**src/rtl/core/htbl_pkg.sv**
```systemverilog
// types and constants shared by the handle table block
// no dependencies

package htbl_pkg;

    localparam logic [2:0] OP_ADD      = 3'd0;
    localparam logic [2:0] OP_ROOM     = 3'd1;
    localparam logic [2:0] OP_GET      = 3'd2;
    localparam logic [2:0] OP_REMOVE   = 3'd3;
    localparam logic [2:0] OP_BEGIN    = 3'd4;
    localparam logic [2:0] OP_COMPLETE = 3'd5;
    localparam logic [2:0] OP_CANCEL   = 3'd6;

    localparam logic [2:0] STS_OK         = 3'd0;
    localparam logic [2:0] STS_INVALID    = 3'd1;
    localparam logic [2:0] STS_BUSY       = 3'd2;
    localparam logic [2:0] STS_NO_HANDLES = 3'd3;
    localparam logic [2:0] STS_FULL       = 3'd4;

    typedef struct packed {
        logic [2:0]  opcode;
        logic [31:0] handle_in;
        logic [31:0] object_ref_in;
        logic [31:0] batch_count;
    } req_t;

    typedef struct packed {
        logic [2:0]  status;
        logic [31:0] handle_out;
        logic [31:0] object_ref_out;
    } resp_t;

    typedef struct packed {
        logic        valid;
        logic        busy;
        logic [31:0] key;
        logic [31:0] obj_ref;
    } entry_t;

    typedef struct packed {
        logic hit;
        logic busy;
    } match_t;

    typedef enum logic [2:0] {
        ST_CLEAR,
        ST_IDLE,
        ST_SCAN,
        ST_RESP
    } state_t;

endpackage

```
**src/rtl/core/handle_table_with_busy_marks.sv**
```systemverilog
// handle table top level: sequencer, handle counter and output register
// depends on htbl_pkg, htbl_mem, htbl_match
//
// requests arrive on req (valid/ready), one result per request leaves on resp
// (valid/ready). each transfer on req carries an opcode, a handle, an object
// reference and a batch count; each transfer on resp carries a status, the
// handle given out by add and the returned object reference.
// add and the lookup operations scan the entry store one slot per cycle
// through a single compare unit, reading the store with one registered port.
// a scan ends at the first hit or at the last slot; room check, unused opcodes
// and add with the counter wrapped skip the scan and go straight to the result.
// req_ready is high only while no request is in progress; a finished result
// waits in the output register, so the next request is taken while resp is
// stalled. a result that finds the output register still full waits.
// after reset the block clears the valid and busy marks of the store, one
// slot per cycle, and holds req_ready low until every slot is cleared. the
// handle counter restarts at 1.

module handle_table_with_busy_marks
    import htbl_pkg::*;
#(
    parameter int TABLE_ENTRIES = 64
)
(
    input  logic  clk,
    input  logic  rst_n,
    input  logic  req_valid,
    output logic  req_ready,
    input  req_t  req,
    output logic  resp_valid,
    input  logic  resp_ready,
    output resp_t resp
);

    localparam int AW = $clog2(TABLE_ENTRIES);
    localparam logic [AW-1:0] LAST = AW'(TABLE_ENTRIES - 1);

    state_t        state_reg, state_next;
    req_t          req_reg, req_next;
    logic [AW-1:0] idx_reg, idx_next;
    logic [AW-1:0] lag_idx_reg, lag_idx_next;
    logic          lag_valid_reg, lag_valid_next;
    logic [AW-1:0] clr_reg, clr_next;
    logic [31:0]   handle_reg, handle_next;
    resp_t         res_reg, res_next;
    logic          out_valid_reg, out_valid_next;
    resp_t         out_reg, out_next;

    logic          we;
    logic [AW-1:0] waddr;
    entry_t        wdata;
    entry_t        rdata;
    match_t        match;
    logic [32:0]   room_sum;

    htbl_mem #(
        .DEPTH (TABLE_ENTRIES),
        .AW    (AW)
    ) u_mem (
        .clk   (clk),
        .we    (we),
        .waddr (waddr),
        .wdata (wdata),
        .raddr (idx_reg),
        .rdata (rdata)
    );

    htbl_match u_match (
        .word      (rdata),
        .find_free (req_reg.opcode == OP_ADD),
        .handle    (req_reg.handle_in),
        .result    (match)
    );

    assign room_sum = {1'b0, handle_reg} + {1'b0, req.batch_count};

    always_ff @(posedge clk or negedge rst_n)
    begin
        if (!rst_n)
        begin
            state_reg     <= ST_CLEAR;
            idx_reg       <= '0;
            lag_idx_reg   <= '0;
            lag_valid_reg <= 1'b0;
            clr_reg       <= '0;
            handle_reg    <= 32'd1;
            out_valid_reg <= 1'b0;
        end
        else
        begin
            state_reg     <= state_next;
            idx_reg       <= idx_next;
            lag_idx_reg   <= lag_idx_next;
            lag_valid_reg <= lag_valid_next;
            clr_reg       <= clr_next;
            handle_reg    <= handle_next;
            out_valid_reg <= out_valid_next;
        end
    end

    always_ff @(posedge clk)
    begin
        req_reg <= req_next;
        res_reg <= res_next;
        out_reg <= out_next;
    end

    always_comb
    begin
        state_next     = state_reg;
        req_next       = req_reg;
        idx_next       = idx_reg;
        lag_idx_next   = lag_idx_reg;
        lag_valid_next = lag_valid_reg;
        clr_next       = clr_reg;
        handle_next    = handle_reg;
        res_next       = res_reg;
        out_valid_next = out_valid_reg && !resp_ready;
        out_next       = out_reg;
        we             = 1'b0;
        waddr          = lag_idx_reg;
        wdata          = rdata;
        req_ready      = 1'b0;

        unique case (state_reg)
            ST_CLEAR:
            begin
                we       = 1'b1;
                waddr    = clr_reg;
                wdata    = '0;
                clr_next = clr_reg + AW'(1);
                if (clr_reg == LAST)
                begin
                    state_next = ST_IDLE;
                end
            end

            ST_IDLE:
            begin
                req_ready      = 1'b1;
                idx_next       = '0;
                lag_valid_next = 1'b0;
                if (req_valid)
                begin
                    req_next = req;
                    res_next = '{status: STS_INVALID, handle_out: '0, object_ref_out: '0};
                    case (req.opcode) inside
                        OP_ADD:
                        begin
                            if (handle_reg == '0)
                            begin
                                res_next.status = STS_NO_HANDLES;
                                state_next      = ST_RESP;
                            end
                            else
                            begin
                                state_next = ST_SCAN;
                            end
                        end
                        OP_ROOM:
                        begin
                            if (handle_reg == '0 || room_sum[32])
                            begin
                                res_next.status = STS_NO_HANDLES;
                            end
                            else
                            begin
                                res_next.status = STS_OK;
                            end
                            state_next = ST_RESP;
                        end
                        OP_GET, OP_REMOVE, OP_BEGIN, OP_COMPLETE, OP_CANCEL:
                        begin
                            state_next = ST_SCAN;
                        end
                        default:
                        begin
                            state_next = ST_RESP;
                        end
                    endcase
                end
            end

            ST_SCAN:
            begin
                idx_next       = (idx_reg == LAST) ? idx_reg : idx_reg + AW'(1);
                lag_idx_next   = idx_reg;
                lag_valid_next = 1'b1;
                if (lag_valid_reg)
                begin
                    res_next = '{status: STS_INVALID, handle_out: '0, object_ref_out: '0};
                    if (match.hit)
                    begin
                        state_next = ST_RESP;
                        case (req_reg.opcode)
                            OP_ADD:
                            begin
                                we          = 1'b1;
                                wdata       = '{valid: 1'b1, busy: 1'b0, key: handle_reg,
                                                obj_ref: req_reg.object_ref_in};
                                handle_next = handle_reg + 32'd1;
                                res_next.status     = STS_OK;
                                res_next.handle_out = handle_reg;
                            end
                            OP_GET:
                            begin
                                res_next.status         = STS_OK;
                                res_next.object_ref_out = rdata.obj_ref;
                            end
                            OP_REMOVE:
                            begin
                                if (match.busy)
                                begin
                                    res_next.status = STS_BUSY;
                                end
                                else
                                begin
                                    we                      = 1'b1;
                                    wdata.valid             = 1'b0;
                                    res_next.status         = STS_OK;
                                    res_next.object_ref_out = rdata.obj_ref;
                                end
                            end
                            OP_BEGIN:
                            begin
                                if (match.busy)
                                begin
                                    res_next.status = STS_BUSY;
                                end
                                else
                                begin
                                    we                      = 1'b1;
                                    wdata.busy              = 1'b1;
                                    res_next.status         = STS_OK;
                                    res_next.object_ref_out = rdata.obj_ref;
                                end
                            end
                            OP_COMPLETE:
                            begin
                                if (match.busy)
                                begin
                                    we              = 1'b1;
                                    wdata.valid     = 1'b0;
                                    wdata.busy      = 1'b0;
                                    res_next.status = STS_OK;
                                end
                            end
                            OP_CANCEL:
                            begin
                                if (match.busy)
                                begin
                                    we              = 1'b1;
                                    wdata.busy      = 1'b0;
                                    res_next.status = STS_OK;
                                end
                            end
                            default:
                            begin
                                res_next.status = STS_INVALID;
                            end
                        endcase
                    end
                    else if (lag_idx_reg == LAST)
                    begin
                        state_next = ST_RESP;
                        if (req_reg.opcode == OP_ADD)
                        begin
                            res_next.status = STS_FULL;
                        end
                    end
                end
            end

            ST_RESP:
            begin
                if (!out_valid_reg || resp_ready)
                begin
                    out_valid_next = 1'b1;
                    out_next       = res_reg;
                    state_next     = ST_IDLE;
                end
            end

            default:
            begin
                state_next = ST_IDLE;
            end
        endcase
    end

    assign resp_valid = out_valid_reg;
    assign resp       = out_reg;

endmodule

```
**src/rtl/core/htbl_mem.sv**
```systemverilog
// entry store: one write port, one read port with registered read data
// depends on htbl_pkg

module htbl_mem
    import htbl_pkg::*;
#(
    parameter int DEPTH = 64,
    parameter int AW    = $clog2(DEPTH)
)
(
    input  logic          clk,
    input  logic          we,
    input  logic [AW-1:0] waddr,
    input  entry_t        wdata,
    input  logic [AW-1:0] raddr,
    output entry_t        rdata
);

    entry_t mem [DEPTH];
    entry_t rdata_reg;

    always_ff @(posedge clk)
    begin
        if (we)
        begin
            mem[waddr] <= wdata;
        end
    end

    always_ff @(posedge clk)
    begin
        rdata_reg <= mem[raddr];
    end

    assign rdata = rdata_reg;

endmodule

```
**src/rtl/core/htbl_match.sv**
```systemverilog
// shared compare unit: tests one stored entry against the request
// depends on htbl_pkg

module htbl_match
    import htbl_pkg::*;
(
    input  entry_t      word,
    input  logic        find_free,
    input  logic [31:0] handle,
    output match_t      result
);

    always_comb
    begin
        if (find_free)
        begin
            result.hit = !word.valid;
        end
        else
        begin
            result.hit = word.valid && (word.key == handle);
        end
        result.busy = word.busy;
    end

endmodule

```
**config.mk**
```make
export PLATFORM = sky130hd
export DESIGN_NAME = handle_table_with_busy_marks
export DESIGN_NICKNAME = d
export VERILOG_FILES = /design/src/rtl/core/htbl_pkg.sv /design/src/rtl/core/handle_table_with_busy_marks.sv /design/src/rtl/core/htbl_mem.sv /design/src/rtl/core/htbl_match.sv
export SDC_FILE = /design/constraint.sdc
export NUM_CORES = 2
export LEC_CHECK = 0
export BUFFER_PORTS_ARGS = -buffer_cell sky130_fd_sc_hd__buf_2
export CORE_MARGIN = 5
export CORE_UTILIZATION = 56
export DETAILED_ROUTE_END_ITERATION = 6
export GPL_TIMING_DRIVEN = 0
export PLACE_DENSITY_LB_ADDON = 0.05
export SLEW_MARGIN = 5
export SYNTH_ARGS = -nofsm -noshare
export SYNTH_HDL_FRONTEND = slang
export SYNTH_MEMORY_MAX_BITS = 65536
export SYNTH_SLANG_ARGS = --single-unit
export TNS_END_PERCENT = 1
```
**constraint.sdc**
```tcl
create_clock -name clk -period 12.8 [get_ports clk]
set_clock_uncertainty 0.2 [all_clocks]
set_input_delay 1.92 -clock clk [delete_from_list [all_inputs] [get_ports clk]]
set_output_delay 1.92 -clock clk [all_outputs]
set_load 0.005 [all_outputs]
```
After elaboration in Yosys (flattened, before gate mapping)

Memory sizes are Yosys's and may differ from the RTL's. A register that Yosys moved wholly into a read port is not among the register bits.
Cells that the tools add are included.

Word-level logic and storage cells: 120
Input bits: 103
RAM bits: 4224
Memories: 1
Flip-flop bits (word level): 256

Memory list:

| name      | words | bits a word | read ports | clocked after Yosys merged registers in | write ports | RTL line       | text |
|---|---|---|---|---|---|---|---|
| u_mem.mem | 64    | 66          | 1          | 1                                       | 1           | htbl_mem.sv:19 | `entry_t mem [DEPTH];` |

Multiplexer cells: 52
$add $sub $neg: 4
Equal/unequal tests: 24
Reduce and logical (&&, ||, !) cells: 23

Operators by type and width:

| cell                                                                   | count |
|---|---|
| 67-bit two-way mux                                                     | 2 |
| 67-bit one-hot mux with 2 select lines                                 | 1 |
| 66-bit two-way mux                                                     | 2 |
| 66-bit one-hot mux with 2 select lines                                 | 1 |
| 64-bit two-way mux                                                     | 2 |
| 32-bit two-way mux                                                     | 2 |
| 32-bit one-hot mux with 2 select lines                                 | 1 |
| 32-bit by 32-bit adder with 33-bit output                              | 1 |
| 32-bit by 1-bit adder with 32-bit output (second input constant)       | 1 |
| 32-bit equality test                                                   | 1 |
| 32-bit logical NOT                                                     | 1 |
| 3-bit two-way mux                                                      | 10 |
| 3-bit by 2-bit equality test with 1-bit output (second input constant) | 6 |
| 3-bit equality test (second input constant)                            | 6 |
| 6-bit equality test (second input constant)                            | 3 |
| 1-bit two-way mux                                                      | 15 |
| 6-bit by 1-bit adder with 6-bit output (second input constant)         | 2 |
| 2-bit two-way mux                                                      | 6 |
| 6-bit two-way mux                                                      | 2 |
| 3-bit one-hot mux with 4 select lines                                  | 1 |
| 6-bit one-hot mux with 2 select lines                                  | 1 |
| 2-bit inequality test (second input constant)                          | 5 |
| 3-bit logical NOT                                                      | 3 |
| 1-bit one-hot mux with 3 select lines                                  | 3 |
| other kinds (14)                                                       | 25 |

Longest topological paths before layout

Depth after elaboration: 8
Depth in mapped cells: 9

By module

Synthesis repeated with hierarchy kept, for this count alone.

Cell total of the unflattened synthesis: 7773
Area total of the unflattened synthesis: 172716.9 um2

By module, submodules not included:

| module                       | cells each | area each (um2) | times used |
|---|---|---|---|
| htbl_mem                     | 7002       | 161686.3        | 1 |
| handle_table_with_busy_marks | 725        | 10647.7         | 1 |
| htbl_match                   | 46         | 382.9           | 1 |

Worst setup path before layout

No wires, ideal clock.

Path kind: input port to flip-flop
Start: input req_valid
End: register res_reg[0] (netlist bit) (enable)
Data arrival time: 5220 ps
Required time: 12086 ps
Cell stages on the path: 2
Buffers on the path: 0
Path slack: 6866 ps
Cell sequence: nor2_1 a21oi_1

Cells in the longest elaborated chain, start to end: 2

RTL lines:

| what                            | RTL line                            | text |
|---|---|---|
| from (decl)                     | handle_table_with_busy_marks.sv:27  | `input logic req_valid,` |
| 2-bit inequality test (no line) | n/a                                 |  |
| 3-bit AND reduction (no line)   | n/a                                 |  |
| to (signal assigned)            | handle_table_with_busy_marks.sv:104 | `res_reg <= res_next;` |
| to (decl)                       | handle_table_with_busy_marks.sv:45  | `resp_t res_reg, res_next;` |

Every way passes these cells.
A chain may end at the register's enable or synchronous reset.

Worst setup path in the final report

Start: register req_reg[72] (netlist bit)
End: memory u_mem.mem[14][21] (netlist bit) (enable)

Cells in the longest elaborated chain, start to end: 8

RTL lines:

| what                                    | RTL line                            | text |
|---|---|---|
| from (decl)                             | handle_table_with_busy_marks.sv:39  | `req_t req_reg, req_next;` |
| from (signal assigned)                  | handle_table_with_busy_marks.sv:103 | `req_reg <= req_next;` |
| 32-bit equality test                    | htbl_match.sv:21                    | `result.hit = word.valid && (word.key == handle);` |
| 1-bit logical AND                       | htbl_match.sv:21                    |  |
| 1-bit two-way mux                       | htbl_match.sv:15                    | `if (find_free)` |
| 1-bit two-way mux                       | handle_table_with_busy_marks.sv:192 | `if (match.hit)` |
| 1-bit two-way mux                       | handle_table_with_busy_marks.sv:189 | `if (lag_valid_reg)` |
| 1-bit one-hot mux with 2 select lines   | handle_table_with_busy_marks.sv:125 | `unique case (state_reg)` |
| 1-bit two-way mux                       | htbl_mem.sv:24                      | `if (we)` |
| 1-bit two-way mux (implied by the code) | htbl_mem.sv:26                      | `mem[waddr] <= wdata;` |
| to (decl)                               | htbl_mem.sv:19                      |  |

Every way passes these cells.

==> tab_implementation.tex <==
\begin{tabular}{lr}
\hline
Metric & Value \\
\hline
\multicolumn{2}{l}{\textbf{Routing}} \\
Wire per inst & 39.1 um \\
Via Count & 85,500 \\
DRC violation count after routing & 0 \\
Final Routed Wirelength & 496,000 um \\
Avg Vias per Cell & 6.75 \\
First DRT Iteration DRCs & 13,000 \\
Number of detailed-routing iterations run before antenna repair & 5 \\
Post-detailed-route count of antenna-violating nets & 0 \\
\multicolumn{2}{l}{\textbf{Die}} \\
Chip height & 565 um \\
Initial standard-cell utilization of the core & 0.563 \\
Top Ports & 172 \\
Std-Cell Rows & 203 \\
Core area & 306,000 um\^{}2 \\
Die Outline Area & 319,000 um\^{}2 \\
Die boundary width & 565 um \\
\multicolumn{2}{l}{\textbf{STA}} \\
Final setup violating endpoints & 0 \\
Unrepaired setup endpoints after global routing & no \\
Clock period minus worst slack & 6010 ps \\
Count of final max-slew check failures & 0 \\
Final worst path period share & 0.469 \\
Final hold violations & 0 \\
Maximum frequency from static timing analysis & 166 MHz \\
Post-route setup TNS & 0 ps \\
Tightest slew margin relative to the limit & 0.0540 \\
Slew at the pin closest to its max-slew limit & 1420 ps \\
\multicolumn{2}{l}{\textbf{Yosys}} \\
Post-synthesis area per instance & 24.0 um\^{}2 \\
Post-synthesis share of cell area spent on and, or, nand and nor gates & 0.0142 \\
Flip-flop and latch count after synthesis & 4,545 \\
Adder-Cell Fraction of Synth Area & 0.00283 \\
Parity-gate share of the synthesized area counting xor and xnor cells & 0.00361 \\
Post-Syn Nets & 7,327 \\
Number of flops mapped to enable cells by yosys & 4,425 \\
Yosys warns & 0 \\
Post-Synthesis Cell Area & 172,000 um\^{}2 \\
Compound-gate portion of the synthesized area & 0.0106 \\
Top post-synthesis cells by area & sky130\_fd\_sc\_hd\_\_edfxtp\_1 (77\%), sky130\_fd\_sc\_hd\_\_mux4\_2 (17\%), sky130\_fd\_sc\_hd\_\_dfrtp\_1 (0.77\%) \\
Mux contribution to synthesized area & 0.173 \\
Cells after synthesis & 7,185 \\
Sequential area share after synthesis & 0.786 \\
Prevailing post-synth register cell & sky130\_fd\_sc\_hd\_\_edfxtp\_1 \\
Number of library cell types mapped by synthesis & 53 \\
Cell type with the highest aggregate area in the netlist & sky130\_fd\_sc\_hd\_\_edfxtp\_1 \\
Async set-reset flop share out of synthesis & 0.0119 \\
Main combinational cell family by area after synthesis & multiplexers \\
Top cell type's share of synthesized area & 0.771 \\
\multicolumn{2}{l}{\textbf{Worst setup path}} \\
Launching element type of the critical path & flip-flop \\
Maximum fanout along the worst path & 20 \\
Nature of the critical path endpoint & flip-flop \\
Path type of the worst setup path & flip-flop to flip-flop \\
Worst Path Required & 13,260 ps \\
Arrival time of the worst setup path & 6470 ps \\
\multicolumn{2}{l}{\textbf{Power}} \\
Leakage power & 0.0629 uW \\
Sw power & 13,300 uW \\
Internal power contribution & 31,600 uW \\
Combinational Power Share & 0.268 \\
Power per Cell Area & 223 nW/um\^{}2 \\
Sequential share of power & 0.442 \\
Clk network pwr share & 0.290 \\
Switching Fraction & 0.297 \\
Largest voltage drop on the vdd net & 0.156 mV \\
\multicolumn{2}{l}{\textbf{Clock network}} \\
Clock tree sinks & 4,545 \\
Maximum buffer depth of the clock tree & 4 \\
CTS root buf & sky130\_fd\_sc\_hd\_\_clkbuf\_16 \\
Clock slew at the register clock pins of the worst setup and hold paths & 60 ps \\
\# resized after CTS & 0 \\
TritonCTS clock tree & yes \\
Quantity of hold-fixing buffers added after cts & 0 \\
Number of CTS-inserted buffers & 453 \\
Clk\_lat worst skew & 990 ps \\
H-tree levels & 5 \\
Post-CTS repair timing setup buffer count & 0 \\
\multicolumn{2}{l}{\textbf{Cells and area}} \\
Register ranked first by flip-flop count & u\_mem.mem \\
Signed area change from the synthesized netlist to the final layout & 17.0\% \\
Total area of sequential cells & 136,000 um\^{}2 \\
Post-route design area & 202,000 um\^{}2 \\
Multi-input gate area in the final layout & 36,500 um\^{}2 \\
Total of fill cells in the finished design & 19,700 \\
Fraction of layout cells with a size suffix above 1 & 0.325 \\
Final standard cell utilization of the core & 0.659 \\
Max FFs per register & 4,224 \\
Post-layout net count & 8,305 \\
Final cell count without fillers & 12,700 \\
\multicolumn{2}{l}{\textbf{Global route}} \\
All-Layer GR Usage & 0.312 \\
Largest net degree at the start of global routing & 57 \\
Antenna violations before repair & 39 \\
Vias in the first global route & 84,700 \\
First-pass GRT wire length & 682,000 um \\
Final global-route overflow total & 0 \\
\multicolumn{2}{l}{\textbf{Outcome}} \\
Status & finished, final reports clean \\
\multicolumn{2}{l}{\textbf{Flow run}} \\
Number of maximum-capacitance constraint violations & 0 \\
\multicolumn{2}{l}{\textbf{Place}} \\
Count of input and output buffers & 171 \\
Detailed-placement wirelength estimate & 346,000 um \\
Post-Place Cell Area & 187,000 um\^{}2 \\
RD Place Congestion & 0.830 \\
Placed instance count & 11,800 \\
\multicolumn{2}{l}{\textbf{Worst hold path}} \\
Type of the most critical hold path & flip-flop to flip-flop \\
\hline
\end{tabular}
## power groups by stage
stage                     Combinational [uW]  Sequential [uW]  Clock, uW
after floorplan                         6530            20300          0
after global placement                 10300            20700          0
after detailed placement               12000            20100          0
after CTS                              12000            19800      13200
after global routing                   12600            19900      13800
final                                  12100            19800      13000
## per-layer routing
metal,vias to the layer above,global-route usage,part of all wire
met2,5284,0.474,0.46
met5,-,0,0.00050
li1,32900,-,-
met4,38,0.119,0.045
met1,46300,0.450,0.38
met3,976,0.0745,0.11
## synthesized netlist by cell type (4+ instances only)
library cell               number
sky130_fd_sc_hd__edfxtp_1    4425
sky130_fd_sc_hd__mux4_2      1320
sky130_fd_sc_hd__nand2_1      246
sky130_fd_sc_hd__clkbuf_1     241
sky130_fd_sc_hd__a22oi_1      134
sky130_fd_sc_hd__nor2_1       110
sky130_fd_sc_hd__buf_2        101
sky130_fd_sc_hd__a21oi_1       80
sky130_fd_sc_hd__dfxtp_1       66
sky130_fd_sc_hd__xnor2_1       57
sky130_fd_sc_hd__dfrtp_1       53
sky130_fd_sc_hd__and3_1        39
sky130_fd_sc_hd__ha_1          39
sky130_fd_sc_hd__and2_1        38
sky130_fd_sc_hd__buf_1         34
sky130_fd_sc_hd__nand4_1       30
sky130_fd_sc_hd__nand3_1       24
sky130_fd_sc_hd__o21ai_0       16
sky130_fd_sc_hd__inv_1         15
sky130_fd_sc_hd__xor2_1        14
sky130_fd_sc_hd__o211ai_1      12
sky130_fd_sc_hd__nor3_1        10
sky130_fd_sc_hd__mux2_2         9
sky130_fd_sc_hd__nor4_1         8
sky130_fd_sc_hd__a21o_1         7
sky130_fd_sc_hd__nand2b_1       7
sky130_fd_sc_hd__nor2b_1        6
sky130_fd_sc_hd__a211oi_1       4
## per-stage QoR
step	hold slack, ps	setup slack (ps)	power, uW
2_1_floorplan	200	6870	26800
3_3_place_gp	201	237	31000
3_5_place_dp	205	7010	32100
4_1_cts	217	6950	45000
5_1_grt	226	6930	46300
6_report	216	6790	44900
## final timing paths
| path | startpoint | endpoint | slack [ps] | depth (start not counted) |
|---|---|---|---|---|
| worst max-delay path | req_reg[72] | u_mem.mem[14][21] | 6790 | 10 |
| worst min-delay path | res_reg[20] | resp[20] | 220 | 0 |
| worst max register to register | req_reg[72] | u_mem.mem[14][21] | 6790 | 10 |
| worst min register to register | res_reg[20] | resp[20] | 220 | 0 |
| max in group asynchronous | rst_n | clr_reg[4] | 11030 | 1 |
| min in group asynchronous | rst_n | handle_reg[3] | 850 | 1 |
## cells in the final DEF (no fill, tap or decap), types with 8 or more instances in the layout
cell                         synthesis  routed
sky130_fd_sc_hd__dfrtp_1            53      53
sky130_fd_sc_hd__and3_1             39      39
sky130_fd_sc_hd__clkbuf_8            0      13
sky130_fd_sc_hd__clkinv_8            0       8
sky130_fd_sc_hd__nand2_1           246     245
sky130_fd_sc_hd__buf_4               0      15
sky130_fd_sc_hd__and2_1             38      37
sky130_fd_sc_hd__nand3_1            24      24
sky130_fd_sc_hd__buf_16              0      85
sky130_fd_sc_hd__clkbuf_2            0      42
sky130_fd_sc_hd__o21ai_0            16      16
sky130_fd_sc_hd__buf_1              34      28
sky130_fd_sc_hd__nor4_1              8       8
sky130_fd_sc_hd__nor3_1             10       9
sky130_fd_sc_hd__buf_2             101     274
sky130_fd_sc_hd__dfxtp_1            66      66
sky130_fd_sc_hd__xor2_1             14      14
sky130_fd_sc_hd__ha_1               39      39
sky130_fd_sc_hd__bufinv_16           0      42
sky130_fd_sc_hd__diode_2             0      34
sky130_fd_sc_hd__mux4_2           1320    1320
sky130_fd_sc_hd__a21oi_1            80      15
sky130_fd_sc_hd__edfxtp_1         4425    4425
sky130_fd_sc_hd__clkbuf_1          241     310
sky130_fd_sc_hd__clkinv_2            0      84
sky130_fd_sc_hd__o211ai_1           12      12
sky130_fd_sc_hd__mux2_2              9       9
sky130_fd_sc_hd__a21oi_4             0      64
sky130_fd_sc_hd__nand4_1            30      30
sky130_fd_sc_hd__a22oi_1           134     134
sky130_fd_sc_hd__clkinvlp_4          0      15
sky130_fd_sc_hd__clkbuf_16           0     457
sky130_fd_sc_hd__clkinv_1            0      89
sky130_fd_sc_hd__buf_12              0     248
sky130_fd_sc_hd__xnor2_1            57      57
sky130_fd_sc_hd__nor2_4              0      64
sky130_fd_sc_hd__nor2_1            110      46
sky130_fd_sc_hd__inv_1              15      15
## critical path: stages, from the launching register on
cell                       delay (ps)
sky130_fd_sc_hd__edfxtp_1         450
sky130_fd_sc_hd__xnor2_1          880
sky130_fd_sc_hd__nand4_1          240
sky130_fd_sc_hd__nor4_1           930
sky130_fd_sc_hd__and3_1           260
sky130_fd_sc_hd__clkbuf_1         390
sky130_fd_sc_hd__o211ai_1         600
sky130_fd_sc_hd__buf_4            400
sky130_fd_sc_hd__nor2_4           720
sky130_fd_sc_hd__buf_12           290
sky130_fd_sc_hd__buf_12           230
## layout make-up
| type | instances | share of cell area |
|---|---|---|
| clock inverters | 253 | 0.0124 |
| repair buffers | 523 | 0.0413 |
| multi-input cells | 2249 | 0.181 |
| clock buffers | 578 | 0.0596 |
| diodes | 34 | 0.000422 |
| well taps | 4100 | 0.0254 |
| flip-flops and latches | 4545 | 0.672 |
| inverters | 15 | 0.000279 |
| plain buffers | 376 | 0.00790 |
## cell families after synthesis
kind of cell,after synthesis
buffers and inverters,391
muxes,1331
adders and majority gates,39
and+or+nand+nor,535
AOI/OAI and AO/OA,273
DFF,4545
xor gates and xnor gates,71
Power figures use the tool's default switching activity.
